**src/rtl/dvd_pkg.sv**
```systemverilog
package dvd_pkg;

    // Number of distinct values the set holds (one cell per entry).
    localparam int CAPACITY = 64;
    localparam int VALUE_W  = 32;

    // Item as it travels down the cell chain.
    typedef struct packed {
        logic               vld;
        logic [VALUE_W-1:0] value;
        logic               last;
        logic               hit;   // matched a stored entry
        logic               done;  // matched or stored; no further action
    } dvd_item_t;

endpackage

```
**src/rtl/dvd_cell.sv**
```systemverilog
module dvd_cell
    import dvd_pkg::*;
(
    input  logic      clk,
    input  logic      rst_n,
    input  logic      adv,
    input  dvd_item_t item_in,
    output dvd_item_t item_out
);

    logic               used_reg;
    logic               used_next;
    logic [VALUE_W-1:0] stored_reg;
    dvd_item_t          item_reg;
    dvd_item_t          item_next;
    logic               live;
    logic               hit_here;
    logic               store_here;

    always_comb
    begin
        live       = item_in.vld && !item_in.done;
        hit_here   = live && used_reg && (stored_reg == item_in.value);
        store_here = live && !used_reg;

        item_next      = item_in;
        item_next.hit  = item_in.hit | hit_here;
        item_next.done = item_in.done | hit_here | store_here;

        // last item of a run empties the cell behind it
        if (item_in.vld && item_in.last)
        begin
            used_next = 1'b0;
        end
        else if (store_here)
        begin
            used_next = 1'b1;
        end
        else
        begin
            used_next = used_reg;
        end
    end

    always_ff @(posedge clk or negedge rst_n)
    begin
        if (!rst_n)
        begin
            used_reg <= 1'b0;
            item_reg <= '0;
        end
        else if (adv)
        begin
            used_reg <= used_next;
            item_reg <= item_next;
        end
    end

    always_ff @(posedge clk)
    begin
        if (adv && store_here)
        begin
            stored_reg <= item_in.value;
        end
    end

    assign item_out = item_reg;

endmodule

```
**config.mk**
```make
export PLATFORM = sky130hd
export DESIGN_NAME = dvd_cell
export DESIGN_NICKNAME = d
export VERILOG_FILES = /design/src/rtl/dvd_pkg.sv /design/src/rtl/dvd_cell.sv
export SDC_FILE = /design/constraint.sdc
export NUM_CORES = 1
export LEC_CHECK = 0
export BUFFER_PORTS_ARGS = -buffer_cell sky130_fd_sc_hd__buf_2
export CORE_ASPECT_RATIO = 1.4
export CORE_MARGIN = 2
export CORE_UTILIZATION = 46
export DETAILED_ROUTE_END_ITERATION = 12
export GPL_ROUTABILITY_DRIVEN = 0
export PLACE_DENSITY = 0.7
export SYNTH_ARGS = -nofsm -noshare
export SYNTH_HDL_FRONTEND = slang
export SYNTH_SLANG_ARGS = --single-unit
```
**constraint.sdc**
```tcl
create_clock -name clk -period 3.3 [get_ports clk]
set_input_delay 0.33 -clock clk [delete_from_list [all_inputs] [get_ports clk]]
set_output_delay 0.33 -clock clk [all_outputs]
set_load 0.1 [all_outputs]
```
==> results.toml <==
[logic_synthesis]
post_synth_and_or_nand_nor_area_fraction = 0.0394
post_synth_instance_area_um2 = 2700
post_synth_xor_area_fraction = 0.104
main_combinational_cell_family_by_area_after_synthesis = "multiplexers"
syn_inst = 165
synthesis.nets = 204
synth_enable_flop_cells = 32
synth-seq-area-share = 0.698
post_synth_mux_area_share = 0.141
synth_warnings = 0
synth_cell_type_count = 20
asyncSetResetFlopFracSynth = 0.536
yosys.area_share.adder = 0
post_synthesis_average_cell_area_um2 = 16.4
compound_cell_area_share_of_the_yosys_netlist = 0.00787
dominantRegCellSynth = "sky130_fd_sc_hd__dfrtp_1"
synth.ff_latch_count = 69

[clock_network]
worst_setup_hold_path_clk_slew_ns = 0.07
cts_hold_buf = 0
worstSkewPairLatency_ns = 0.33
post-cts-setup-buffers = 0
cts_num_sinks = 69
cts_tree = "yes"
clock_tree.root_cell = "sky130_fd_sc_hd__clkbuf_8"
max-clock-path-buffers = 2
cts_buffers = 9
h-tree-depth = 3
cts_resized = 0

[sta]
timing_worst_slew_pin_value_ns = 0.866
slew-limit-headroom = 0.423
finalCriticalPeriod_ns = 1.64
rsz0062_at_grt = "no"
total_count_of_hold_check_failures_in_the_final_report = 0
setup_viol_count_final = 0
clock_skew_ns = 0.00957
slew_viol_final = 0
fin_tns_setup_ns = 0
final_critical_path_setup_slack_ns = 1.66
min_period_over_period = 0.496
maxClockFrequency_mhz = 611

[floorplanning]
rows = 33
fp.coreArea_um2 = 5780
dieArea_um2 = 6510
dieHeight_um = 94.7
initial_cell_density_of_the_core = 0.467
fp.dieW_um = 68.8
io_pins = 75

[finish]
n_antenna_cell = 0
area_delta_synth_final_pct = 23.0
layout_common_cells = "sky130_fd_sc_hd__buf_2, sky130_fd_sc_hd__dfrtp_1, sky130_fd_sc_hd__mux2_2"
largest_register_ff_count = 36
final_nets = 288
post-route-util = 0.575
share_of_post_route_cells_with_drive_strength_above_1 = 0.488
final_common_cell = "sky130_fd_sc_hd__buf_2"

[global_routing]
wire_length_of_the_first_global_routing_pass_um = 7380
global_route.usage.total = 0.159
grt_start_max_net_pins = 38
initial_antenna_violation_count = 0
residual_overflow_from_global_routing = 0
grt_pass1_vias = 1582

[flow_run]
maxCapViolations = 0

[setup_path]
timing_worst_setup_path_type = "flip-flop to flip-flop"
critical_path.reg2reg.startpoint = "stored_reg[21]"
worstSetupEndpointType = "flip-flop"
critical_path_arrival_ns = 1.91
worstPathMaxFanout = 2
crit_required_ns = 3.57
worst_r2r_path_depth = 5
startpoint = "stored_reg[21]"
setup.worst_path.start_class = "flip-flop"

[drt]
drt_first_pass_iters = 4
route.vias.total = 1606
drt.antenna.violating_nets = 0
via_per_inst = 4.96
wl_um = 4710
drcViolationCount = 0
drt-initial-drc-count = 57
detail_route.wl_per_cell_um = 14.5

[placement]
pre_cts_ws_ns = 1.55
detailedPlacementHpwl_um = 3360
io_buffer_count = 74

[power_and_ir_drop]
p_leak_nw = 1.42
pwr_cell_area_nw_per_um2 = 620
power.total_mw = 2.06
vdd_ir_drop_max_v = 0.000366

[worst_hold_path]
hp-class = "primary input to asynchronous set/reset pin"

[outcome]
run_status = "complete, no violations"
## power by group
group	internal (mW)	total, mW	switching [mW]
Clock	0.270	0.553	0.283
Combinational	0.101	0.521	0.420
Sequential	0.960	0.987	0.0262
## cells by family (layout without fill, tap and decap cells)
kind of cell           count (synthesis)  in the layout
flip-flops                            69             69
multiplexers                          34             34
XOR/XNOR                              32             32
AND/OR/NAND/NOR                       20             20
buffers and inverters                  6             95
AO/OA/AOI/OAI                          4              4
## cell usage after synthesis (2+ instances only)
| library cell | n | share of area |
|---|---|---|
| sky130_fd_sc_hd__buf_2 | 2 | 0.0037 |
| sky130_fd_sc_hd__dfrtp_1 | 37 | 0.34 |
| sky130_fd_sc_hd__edfxtp_1 | 32 | 0.36 |
| sky130_fd_sc_hd__inv_1 | 2 | 0.0028 |
| sky130_fd_sc_hd__mux2_2 | 33 | 0.14 |
| sky130_fd_sc_hd__nand2_1 | 5 | 0.0069 |
| sky130_fd_sc_hd__nand3_1 | 2 | 0.0037 |
| sky130_fd_sc_hd__nor2_1 | 3 | 0.0042 |
| sky130_fd_sc_hd__nor4_1 | 7 | 0.016 |
| sky130_fd_sc_hd__o21ai_0 | 2 | 0.0037 |
| sky130_fd_sc_hd__xnor2_1 | 2 | 0.0065 |
| sky130_fd_sc_hd__xor2_1 | 30 | 0.097 |
## worst max-delay path, stage by stage (launching register included)
cell                       delay [ns]
sky130_fd_sc_hd__edfxtp_1        0.38
sky130_fd_sc_hd__xor2_1          0.15
sky130_fd_sc_hd__nor4_1          0.31
sky130_fd_sc_hd__nand3_1         0.13
sky130_fd_sc_hd__or4_4           0.53
sky130_fd_sc_hd__nand2_1         0.08
## worst paths after layout
| check | end | slack (ns) |
|---|---|---|
| worst min-delay path | item_out[12] | 0.11 |
| max in group asynchronous | item_out[17] | 2.65 |
| min in group clk | stored_reg[24] | 0.20 |
| worst max-delay path | item_out[1] | 1.66 |
| worst max register to register | item_out[1] | 1.66 |
| worst min register to register | item_out[1] | 0.50 |
## layout make-up
cell class / count / area (um2)
Clock inverter: 3 / 15.0
Timing Repair Buffer: 77 / 393
Tap cell: 70 / 87.6
Inverter: 2 / 7.51
Multi-Input combinational cell: 90 / 795
Sequential cell: 69 / 1890
Fill cell: 498 / 2460
Clock buffer: 13 / 139
## routing by layer
metal | track usage | vias up | routed length (um)
met5 | 0 | - | 0
met4 | 0.0735 | 0 | 77
met3 | 0.0501 | 7 | 256
met2 | 0.248 | 50 | 2310
met1 | 0.200 | 786 | 2070
li1 | - | 763 | -
## stage by stage
stage                     area [um2]  std cells  hold slack, ns
after CTS                       3320        324           0.128
after detailed placement        3170        308           0.485
after global placement          3170        308           0.484
after floorplan                 2700        165          0.0344
final                           3320        324           0.110
after global routing            3320        324           0.181
No activity file was read; power rests on OpenSTA's default activity.
