$ cat config.mk
export PLATFORM = sky130hd
export DESIGN_NAME = dvd_collect
export DESIGN_NICKNAME = d
export VERILOG_FILES = /design/src/rtl/dvd_pkg.sv /design/src/rtl/dvd_collect.sv
export SDC_FILE = /design/constraint.sdc
export NUM_CORES = 1
export LEC_CHECK = 0
export ABC_AREA = 1
export BUFFER_PORTS_ARGS = -buffer_cell sky130_fd_sc_hd__buf_2
export CAP_MARGIN = 20
export CELL_PAD_IN_SITES_DETAIL_PLACEMENT = 0
export CELL_PAD_IN_SITES_GLOBAL_PLACEMENT = 1
export CORE_MARGIN = 2
export CORE_UTILIZATION = 12
export CTS_CLUSTER_DIAMETER = 50
export DETAILED_ROUTE_END_ITERATION = 10
export PLACE_DENSITY = 0.7
export SKIP_LAST_GASP = 1
export SYNTH_ARGS = -nofsm -noshare
export SYNTH_HDL_FRONTEND = slang
export SYNTH_SLANG_ARGS = --single-unit
$ cat constraint.sdc
create_clock -name clk -period 0.9 [get_ports clk]
set_input_delay 0.045 -clock clk [delete_from_list [all_inputs] [get_ports clk]]
set_output_delay 0.045 -clock clk [all_outputs]
set_load 0.05 [all_outputs]
$ cat src/rtl/dvd_pkg.sv
package dvd_pkg;

    // Number of distinct values the set holds (one cell per entry).
    localparam int CAPACITY = 64;
    localparam int VALUE_W  = 32;

    // Item as it travels down the cell chain.
    typedef struct packed {
        logic               vld;
        logic [VALUE_W-1:0] value;
        logic               last;
        logic               hit;   // matched a stored entry
        logic               done;  // matched or stored; no further action
    } dvd_item_t;

endpackage

$ cat src/rtl/dvd_collect.sv
module dvd_collect
    import dvd_pkg::*;
(
    input  logic      clk,
    input  logic      rst_n,
    input  dvd_item_t item_in,
    input  logic      out_ready,
    output logic      adv,
    output logic      out_valid,
    output logic      has_duplicate,
    output logic      overflowed
);

    logic found_reg;
    logic found_next;
    logic ovf_reg;
    logic ovf_next;
    logic out_valid_reg;
    logic dup_reg;
    logic oflow_reg;

    // chain stalls only when a finished run meets an occupied result slot
    assign adv = !(item_in.vld && item_in.last && out_valid_reg && !out_ready);

    assign found_next = found_reg | item_in.hit;
    assign ovf_next   = ovf_reg | !item_in.done;

    always_ff @(posedge clk or negedge rst_n)
    begin
        if (!rst_n)
        begin
            found_reg     <= 1'b0;
            ovf_reg       <= 1'b0;
            out_valid_reg <= 1'b0;
        end
        else
        begin
            if (adv && item_in.vld)
            begin
                if (item_in.last)
                begin
                    found_reg <= 1'b0;
                    ovf_reg   <= 1'b0;
                end
                else
                begin
                    found_reg <= found_next;
                    ovf_reg   <= ovf_next;
                end
            end

            if (adv && item_in.vld && item_in.last)
            begin
                out_valid_reg <= 1'b1;
            end
            else if (out_ready)
            begin
                out_valid_reg <= 1'b0;
            end
        end
    end

    always_ff @(posedge clk)
    begin
        if (adv && item_in.vld && item_in.last)
        begin
            dup_reg   <= found_next;
            oflow_reg <= ovf_next;
        end
    end

    assign out_valid     = out_valid_reg;
    assign has_duplicate = dup_reg;
    assign overflowed    = oflow_reg;

endmodule

==> results.md, run 1 <==
- Top post-synthesis cells by area: dfrtp_1 33%, edfxtp_1 27%, nand2_1 9.9%
- Worst-path clk slew: 0.04 ns
- Residual DRC count: 0
- Pleak: 0.2035 nW
- Global route overflow: 0
- Met3 usage: 0.06038
- Critical Path AT: about 0.96 ns
- Final WL: approximately 440 um
- Antenna diodes: 0
- Fillers: between 150 and 200
- Vias: ~200
- DR vias/cell: 3.075
- Initial antenna violation count: 0
- Share of the synthesized area in the top cell type: 0.3315
- Cts bufs inserted: 3
- Met2 GRT Util: 0.08108
- Share of layout cells above drive strength 1: 0.6190
- Syn_area_per_cell: 9.846 um^2
- Worst path cell trace: inv_2 > nor2_4 > nand2_4 > buf_6
- Worst-margin pin slew: between 0.2 and 0.25 ns
- Seq/Total Area, Yosys: 0.5967
- Startpoint types: flop
- Worst hold path type: input port to flop
- CP max stage delay: about 0.4 ns
- WL per Instance: approximately 6.6 um
- Core Region: between 1500 and 2000 um^2
- Busiest grt layer: met2
- Largest family of logic cells by synthesized area: simple AND/OR/NAND/NOR gates
- Synth Area in Simple Gates: 0.2486
- Tightest hold margin: 0.05057 ns
- Register area: about 140 um^2
- Violated checks: negative setup slack
- Initial DRT Pass Iterations: 1
- #FFs+latches synth: 5
- Met1 Use GR: 0.03226
- PD cells: approximately 1700 nW/um^2
- Site row count: 15
- # setup viols final: 4
- Worst Setup End Kind: output pin
- Syn Nets: slightly above 60
- Unique masters post-synth: 11
- Largest net degree at the start of global routing: 5
- Final nets: 82
- Fin Clk Skew: 0.004832 ns
- First-pass GRT wire length: approximately 680 um
- WP data required: 0.85 ns
- Clk_lat worst skew: around 0.24 ns
- Max-slew violation count: 0
- Max-cap viol count: 0
- XOR/XNOR share of the synthesized area: 0
- Slowest CP cell: dfrtp_2
- Clock Path Buffers: 2
- Die Ht: between 40 and 50 um
- Die area: approximately 2300 um^2
- Final Hold Fails: 0
- Crit Path Category: flop to output pin
- Post-route ant nets: 0
- Initial core utilization: 0.1297
- Crit path max fanout: 2
- Unrepaired setup endpoints after global routing: yes
- Post-DP HPWL: about 400 um
- Multiplexer share of the synthesized area: 0
- Vias in the first global route: between 150 and 200
- Slew headroom: 0.8353
- Placed Instances: just over 60
- Mapped Area: between 200 and 250 um^2
- Final worst-path setup slack: -0.1094 ns
- Die W: roughly 47 um
- Period utilization: 1.122
- Total power: a little under 0.7 mW
- GR Util All Layers: 0.05353
- Port buffer count: 10
- Io pins: 43
- CTS tree: yes
- Status: complete, but fails checks
- CTS sink cnt: 5
- Htree depth: 1
- Synth warn: 0
- Synth Area in Compound Gates: 0.08840
- Post-Syn Instances: 23
- Root Buffer: clkbuf_4
- Post-route insts no fill: 67
- Area of the multi-input gates: 93.84 um^2
- Area growth from synthesis to layout: 79.01%
- 1st-iter DRT viols: 0
- Largest area contributor in the netlist: dfrtp_1
- VDD IR max: approximately 470 uV
- Synthesized-area fraction occupied by adder cells: 0
- GPL Wtd Cong: 0.6240
- Tmin final: ~1 ns
- Fmax: 990.7 MHz
-- where the power goes --
group	switching (mW)	internal [mW]	leakage (nW)
logic	0.0815	0.0678	0.134
clock network	0.0890	0.167	0.0150
registers	0.00744	0.259	0.0546
total	0.178	0.495	0.203
-- cells by family after synthesis --
group | Yosys count
flip-flops | 5
buffers and inverters | 4
AND/OR/NAND/NOR | 11
AO/OA/AOI/OAI | 3
-- layout make-up --
type                            count  area share
Sequential cell                     5      0.3364
Timing Repair Buffer               15      0.2531
Tap cell                           25     0.07716
Multi-Input combinational cell     14      0.2315
Inverter                            4     0.03704
Clock buffer                        4     0.06481
-- path summary, 6_finish.rpt --
check,from,end,slack (ns),depth (start not counted)
worst max-delay path,out_valid$_DFFE_PN0P_,adv,-0.11,4
worst min-delay path,out_ready,out_valid$_DFFE_PN0P_,0.05,2
worst max register to register,out_valid$_DFFE_PN0P_,overflowed$_DFFE_PP_,-0.10,4
worst min register to register,found_reg$_DFFE_PN0P_,has_duplicate$_DFFE_PP_,0.52,1
max in group asynchronous,rst_n,out_valid$_DFFE_PN0P_,0.66,2
min in group asynchronous,rst_n,ovf_reg$_DFFE_PN0P_,0.12,2
-- synth_stat cells --
cell type,number
dfrtp_1,3
edfxtp_1,2
inv_1,3
inv_2,1
nand2_1,6
nand2_2,1
nor2_1,1
nor2_4,1
o211ai_1,2
o21ai_0,1
or2_2,2
-- cells in the final DEF, fill, tap and decap left out --
master and instances:
buf_2 8, nand2_1 5, buf_4 4, clkbuf_4 3
inv_2 2, nor2_4 2, inv_1 2, o211ai_1 2
dfrtp_1 2, edfxtp_1 2, buf_6 2, nand2_4 1
or2_2 1, or2_4 1, nand2_2 1, o21ai_0 1
clkbuf_1 1, dlygate4sd3_1 1, dfrtp_2 1
-- critical path, delay by kind of cell (launching register included) --
family	cells	cell delay, ns
buffers and inverters	2	0.22
AND/OR/NAND/NOR	2	0.11
flip-flops	1	0.40
-- per-stage QoR --
step           setup slack (ns)  utilization  TNS (ns)  cell area [um^2]
2_1_floorplan           -0.1765            -   -0.6384             237.7
3_3_place_gp           -0.01746       0.1957  -0.03491             341.6
3_5_place_dp           -0.01592       0.1957  -0.03183             341.6
4_1_cts                 -0.1277       0.2251   -0.2608             392.9
5_1_grt                 -0.1630       0.2323   -0.5129             405.4
6_report                -0.1094       0.2323   -0.3620             405.4
-- repair_timing --
item | in CTS | in global routing
buffers inserted | 0 | 1
pin swaps | 1 | 1
setup endpoints to repair | 5 | 5
resized for setup | 5 | 1
hold buffers | 1 | 0
hold endpoints to repair | 3 | 0
-- per-layer routing --
metal | vias to the layer above | part of all wire
met1 | 92 | 0.33
met3 | 0 | 0.11
li1 | 109 | -
met2 | 5 | 0.55
met5 | - | 0
met4 | 0 | 0
No activity file was read; power rests on OpenSTA's default activity.
==> inputs of run 2 (changes only) <==
Settings changed: RECOVER_POWER set to 25, SKIP_CTS_REPAIR_TIMING set to 1.
==> run 2 against run 1 <==
  * The flow still finishes with violations (negative setup slack)
  * Die area did not move
  * Clock skew did not move
  * Combinational power barely moved
  * Via count did not move
  * Maximum frequency fell by 0.84%
  * Cell count did not move
  * Highest routed layer unchanged
  * Routed wire length rose by 0.45%
  * Register-to-register slack barely moved
  * First-iteration DRC count did not move
  * Count of clock-buffer cells in the layout did not move
  * Clock power barely moved
  * Worst hold slack improved by 0.0015 ns
==> results.md, run 2 (synthesis results as in run 1) <==
- 1st-iter DRT viols: 0 (unchanged)
- Post-DP HPWL: 402.9 um (unchanged)
- Startpoint types: flop
- GR Util All Layers: 0.05431 (+0.0007758)
- R2R setup slack: -0.10 ns (about the same)
- CTS sink cnt: 5 (unchanged)
- First-pass GRT wire length: 690 um (+2.1%)
- Final Util: 0.2315 (-0.0007170)
- P_int: 0.4945 mW (about the same)
- # setup viols final: 4 (unchanged)
- RR Startpoint: out_valid$_DFFE_PN0P_
- Die area: 2251 um^2 (unchanged)
- Wl on met1: 149 um (+0.68%)
- Worst hold path type: input port to flop
- WP data required: 0.85 ns (about the same)
- Area growth from synthesis to layout: 78.45%
- Die Ht: 47.44 um (unchanged)
- R2R cell count: 4 (unchanged)
- Htree depth: 1 (unchanged)
- Vias: 206 (unchanged)
- Initial DRT Pass Iterations: 1 (unchanged)
- Reg power frac: 0.397 (about the same)
- Commonest non-fill, non-tap cell in the layout: buf_2
- Slowest CP cell: dfrtp_2
- Period utilization: 1.131 (+0.009496)
- Critical Path AT: 0.97 ns (about the same)
- WL met2: 244 um (unchanged)
- Vias in the first global route: 183 (-0.54%)
- Highest metal used: met3
- Cts bufs inserted: 3 (unchanged)
- Post-route insts no fill: 67 (unchanged)
- Crit path launch: out_valid$_DFFE_PN0P_
- Final nets: 82 (unchanged)
- Max-slew violation count: 0 (unchanged)
- Core Region: 1745 um^2 (unchanged)
- Post-route ant nets: 0 (unchanged)
- Switching Fraction: 0.2646 (about the same)
- Clock Path Buffers: 2 (unchanged)
- Switch Pwr: 0.1780 mW (about the same)
- Initial core utilization: 0.1297 (unchanged)
- Max-cap viol count: 0 (unchanged)
- Port buffer count: 10 (unchanged)
- Final WL: 444 um (+0.45%)
- Unrepaired setup endpoints after global routing: yes
- Slew headroom: 0.8353 (unchanged)
- Tmin final: 1.018 ns (+0.008546 ns)
- Clock power frac: 0.381 (about the same)
- Clk_lat worst skew: 0.24 ns (about the same)
- Die W: 47.44 um (unchanged)
- Worst Setup EP: adv
- GPL Wtd Cong: 0.6240 (unchanged)
- Placed Instances: 61 (unchanged)
- Global route overflow: 0 (unchanged)
- Final worst-path setup slack: -0.1179 ns (-0.008546 ns)
- WL per Instance: 6.627 um (+0.45%)
- Status: complete, but fails checks
- Io pins: 43 (unchanged)
- Fin Clk Skew: 0.004832 ns (unchanged)
- Fmax: 982.4 MHz (-0.84%)
- Largest net degree at the start of global routing: 5 (unchanged)
- Worst path cell trace: inv_2 > nor2_4 > nand2_4 > buf_6
- Setup TNS: -0.3764 ns (-0.01449 ns)
- Antenna diodes: 0 (unchanged)
- Residual DRC count: 0 (unchanged)
- Most frequent cells in the layout: 7 x buf_2, 5 x nand2_1, 4 x buf_4, 3 x clkbuf_4
- Final Hold Fails: 0 (unchanged)
- Area after DPL: 341.6 um^2 (unchanged)
- Design Area, Final: 404.1 um^2 (-0.31%)
- CTS tree: yes
- Initial antenna violation count: 0 (unchanged)
- Violated checks: negative setup slack
- Crit Path Category: flop to output pin
- PD cells: 1664 nW/um^2 (+0.28%)
- CP max stage delay: 0.35 ns (-0.05 ns)
- Worst Setup End Kind: output pin
- Site row count: 15 (unchanged)
- DR vias/cell: 3.075 (unchanged)
- Crit path max fanout: 2 (unchanged)
- Routed wl met3: 49 um (unchanged)
- Share of layout cells above drive strength 1: 0.5952 (-0.02381)
- Root Buffer: clkbuf_4
- Pleak: 0.2006 nW (-1.4%)
- Worst r2r dst: overflowed$_DFFE_PP_
- Tightest hold margin: 0.05206 ns (+0.001488 ns)
- Worst-margin pin slew: 0.2488 ns (unchanged)
- Combinational share of power: 0.222 (about the same)
- VDD IR max: 474.6 uV (about the same)
- Worst-path clk slew: 0.04 ns (about the same)
[run 2: worst min path at each step]
stage | endpoint | slack [ns] | cells past startpoint | startpoint
after floorplan | found_reg$_DFFE_PN0P_ | -0.25 | 0 | rst_n
after global placement | ovf_reg$_DFFE_PN0P_ | -0.16 | 1 | rst_n
after detailed placement | ovf_reg$_DFFE_PN0P_ | -0.15 | 1 | rst_n
after CTS | ovf_reg$_DFFE_PN0P_ | -0.42 | 1 | rst_n
after global routing | out_valid$_DFFE_PN0P_ | 0.05 | 2 | out_ready
final | out_valid$_DFFE_PN0P_ | 0.05 | 2 | out_ready
[run 2: power groups by stage]
| stage | clock, mW | combinational (mW) | sequential (mW) |
|---|---|---|---|
| 4_1_cts | 0.270 | 0.131 | 0.267 |
| 2_1_floorplan | 0 | 0.0450 | 0.302 |
| 6_report | 0.256 | 0.149 | 0.267 |
| 5_1_grt | 0.303 | 0.161 | 0.268 |
| 3_3_place_gp | 0 | 0.130 | 0.270 |
| 3_5_place_dp | 0 | 0.131 | 0.270 |
[run 2: worst max-delay path, delay by kind of cell, from the launching register on]
family | cells | cell delay [ns]
DFF | 1 | 0.35
buffers and inverters | 2 | 0.20
and+or+nand+nor | 2 | 0.19
[run 2: metrics by stage]
stage,power [mW],worst slack [ns]
2_1_floorplan,0.3467,-0.1765
3_3_place_gp,0.3996,-0.01746
3_5_place_dp,0.4015,-0.01592
4_1_cts,0.6681,-0.2222
5_1_grt,0.7326,-0.1767
6_report,0.6725,-0.1179
[run 2: area by class of cell]
type                       instances  area [um^2]
fill                             195         1341
sequential                         5        136.4
timing repair buffer              15        101.3
multi-input combinational         14        93.84
tap                               25        31.28
clock buffer                       4        26.28
inverter                           4        15.01
[run 2: routing by layer]
metal	track usage	vias up
met4	0.05000	0
li1	-	109
met3	0.06415	0
met1	0.03226	92
met2	0.08108	5
met5	0	-
==> inputs of run 3 (changes only) <==
Settings changed: TNS_END_PERCENT set to 1.
==> run 3 against run 2 <==
  * Power shrank 2.6%
  * Global-route usage shrank 0.70 points
  * Combinational power shrank 9%
  * Largest power group unchanged
  * Critical path depth is the same
  * Largest cell class unchanged
  * Maximum frequency shrank 0.31%
  * The run still ends with negative setup slack left
  * Sequential share of layout area grew 1.4 points
  * Critical endpoint is now overflowed$_DFFE_PP_
  * Critical path type is now flop to flop
  * Via count grew 2.9%
  * Clock power shrank 2%
  * Non-clock buffer count shrank 1
==> results.md, run 3 (synthesis results as in run 1) <==
- Status: complete, but fails checks
- Violated checks: negative setup slack
- Pre-CTS setup slack: -0.02418 ns (-0.008258 ns)
- Die area: 2251 um^2 (unchanged)
- Max-cap viol count: 0 (unchanged)
- Worst hold path type: input port to flop
- Die Ht: 47.44 um (unchanged)
- Startpoint types: flop
- Final WL: 447 um (+0.68%)
- Vias: 212 (+2.9%)
- Max-slew violation count: 0 (unchanged)
- Cts bufs inserted: 3 (unchanged)
- Worst-margin pin slew: 0.2496 ns (+0.0007812 ns)
- Initial core utilization: 0.1297 (unchanged)
- Pleak: 0.1930 nW (-3.8%)
- 1st-iter DRT viols: 0 (unchanged)
- Root Buffer: clkbuf_4
- Global route overflow: 0 (unchanged)
- Port buffer count: 10 (unchanged)
- Area growth from synthesis to layout: 71.27%
- Residual DRC count: 0 (unchanged)
- Initial antenna violation count: 0 (unchanged)
- Setup TNS: -0.3652 ns (+0.01124 ns)
- Htree depth: 1 (unchanged)
- Io pins: 43 (unchanged)
- Post-route ant nets: 0 (unchanged)
- Clk_lat worst skew: 0.24 ns (about the same)
- First-pass GRT wire length: 600 um (-13%)
- Final worst-path setup slack: -0.1210 ns (-0.003138 ns)
- Period utilization: 1.134 (+0.003487)
- Initial DRT Pass Iterations: 1 (unchanged)
- Share of layout cells above drive strength 1: 0.5854 (-0.009872)
- Fillers: 195 (unchanged)
- Crit path max fanout: 2 (unchanged)
- Commonest non-fill, non-tap cell in the layout: buf_2
- Slew headroom: 0.8348 (about the same)
- Worst Setup End Kind: flop
- Antenna diodes: 0 (unchanged)
- Total power: 0.6547 mW (-2.6%)
- Most frequent cells in the layout: 8 x buf_2, 5 x nand2_1, 3 x clkbuf_4, 3 x buf_4
- Die W: 47.44 um (unchanged)
- Unrepaired setup endpoints after global routing: yes
- Final nets: 81 (-1.2%)
- Area after DPL: 334.1 um^2 (-2.2%)
- Site row count: 15 (unchanged)
- Largest net degree at the start of global routing: 5 (unchanged)
- Core Region: 1745 um^2 (unchanged)
- Worst-path clk slew: 0.04 ns (about the same)
- CTS tree: yes
- CTS sink cnt: 5 (unchanged)
- PD cells: 1688 nW/um^2 (+1.4%)
- Critical Path AT: 0.97 ns (about the same)
- GR Util All Layers: 0.04732 (-0.006982)
- GPL Wtd Cong: 0.6499 (+4.2%)
- Fin Clk Skew: 0.0006928 ns (-0.004139 ns)
- # setup viols final: 4 (unchanged)
- WL per Instance: 6.773 um (+2.2%)
- Fmax: 979.4 MHz (-0.31%)
- Post-DP HPWL: 391.7 um (-2.8%)
- Clock Path Buffers: 2 (unchanged)
- WP data required: 0.85 ns (about the same)
- Design Area, Final: 387.9 um^2 (-4.0%)
- R2R setup slack: -0.12 ns (-0.02 ns)
- DR vias/cell: 3.212 (+4.5%)
- Crit Path Category: flop to flop
- VDD IR max: 567.9 uV (+20%)
- Vias in the first global route: 174 (-4.9%)
- Tmin final: 1.021 ns (+0.003138 ns)
- Final Hold Fails: 0 (unchanged)
run 3: worst paths after layout:
| check | startpoint | cells after the start | endpoint |
|---|---|---|---|
| setup / recovery | out_valid$_DFFE_PN0P_ | 4 | overflowed$_DFFE_PP_ |
| hold reg to reg | found_reg$_DFFE_PN0P_ | 1 | has_duplicate$_DFFE_PP_ |
| min in group asynchronous | rst_n | 2 | ovf_reg$_DFFE_PN0P_ |
| setup reg to reg | out_valid$_DFFE_PN0P_ | 4 | overflowed$_DFFE_PP_ |
| hold / removal | out_ready | 2 | out_valid$_DFFE_PN0P_ |
| max in group asynchronous | rst_n | 2 | out_valid$_DFFE_PN0P_ |
run 3: report_power, final:
| part | switching, mW | internal [mW] |
|---|---|---|
| registers | 0.00724 | 0.260 |
| logic | 0.0807 | 0.0554 |
| clock network | 0.0845 | 0.167 |
| total | 0.172 | 0.482 |
run 3: final cells by class:
class,instances,area (um^2),share of cell area
tap,25,31.28,0.08065
inverter,4,15.01,0.03871
clock buffer,4,26.28,0.06774
multi-input combinational,14,91.34,0.2355
timing repair buffer,14,87.58,0.2258
sequential,5,136.4,0.3516
run 3: per-stage QoR:
stage                     instances  hold WS [ns]    util
after floorplan                  23       -0.2506       -
after global placement           60       -0.1566  0.1914
after detailed placement         60       -0.1538  0.1914
after CTS                        64       -0.4135  0.2065
after global routing             66       0.05293  0.2222
final                            66       0.05216  0.2222
run 3: critical path, cell delays in order (launching register included):
cell     delay, ns
dfrtp_2       0.40
inv_2         0.07
nor2_4        0.05
buf_4         0.13
nor2_4        0.09
run 3: layer usage:
| layer | part of all wire | up-vias | GRT usage | routed length [um] |
|---|---|---|---|---|
| li1 | - | 107 | - | - |
| met1 | 0.35 | 95 | 0.03226 | 157 |
| met2 | 0.52 | 10 | 0.07027 | 233 |
| met3 | 0.12 | 0 | 0.06792 | 55 |
| met4 | 0 | 0 | 0.01667 | 0 |
| met5 | 0 | - | 0 | 0 |
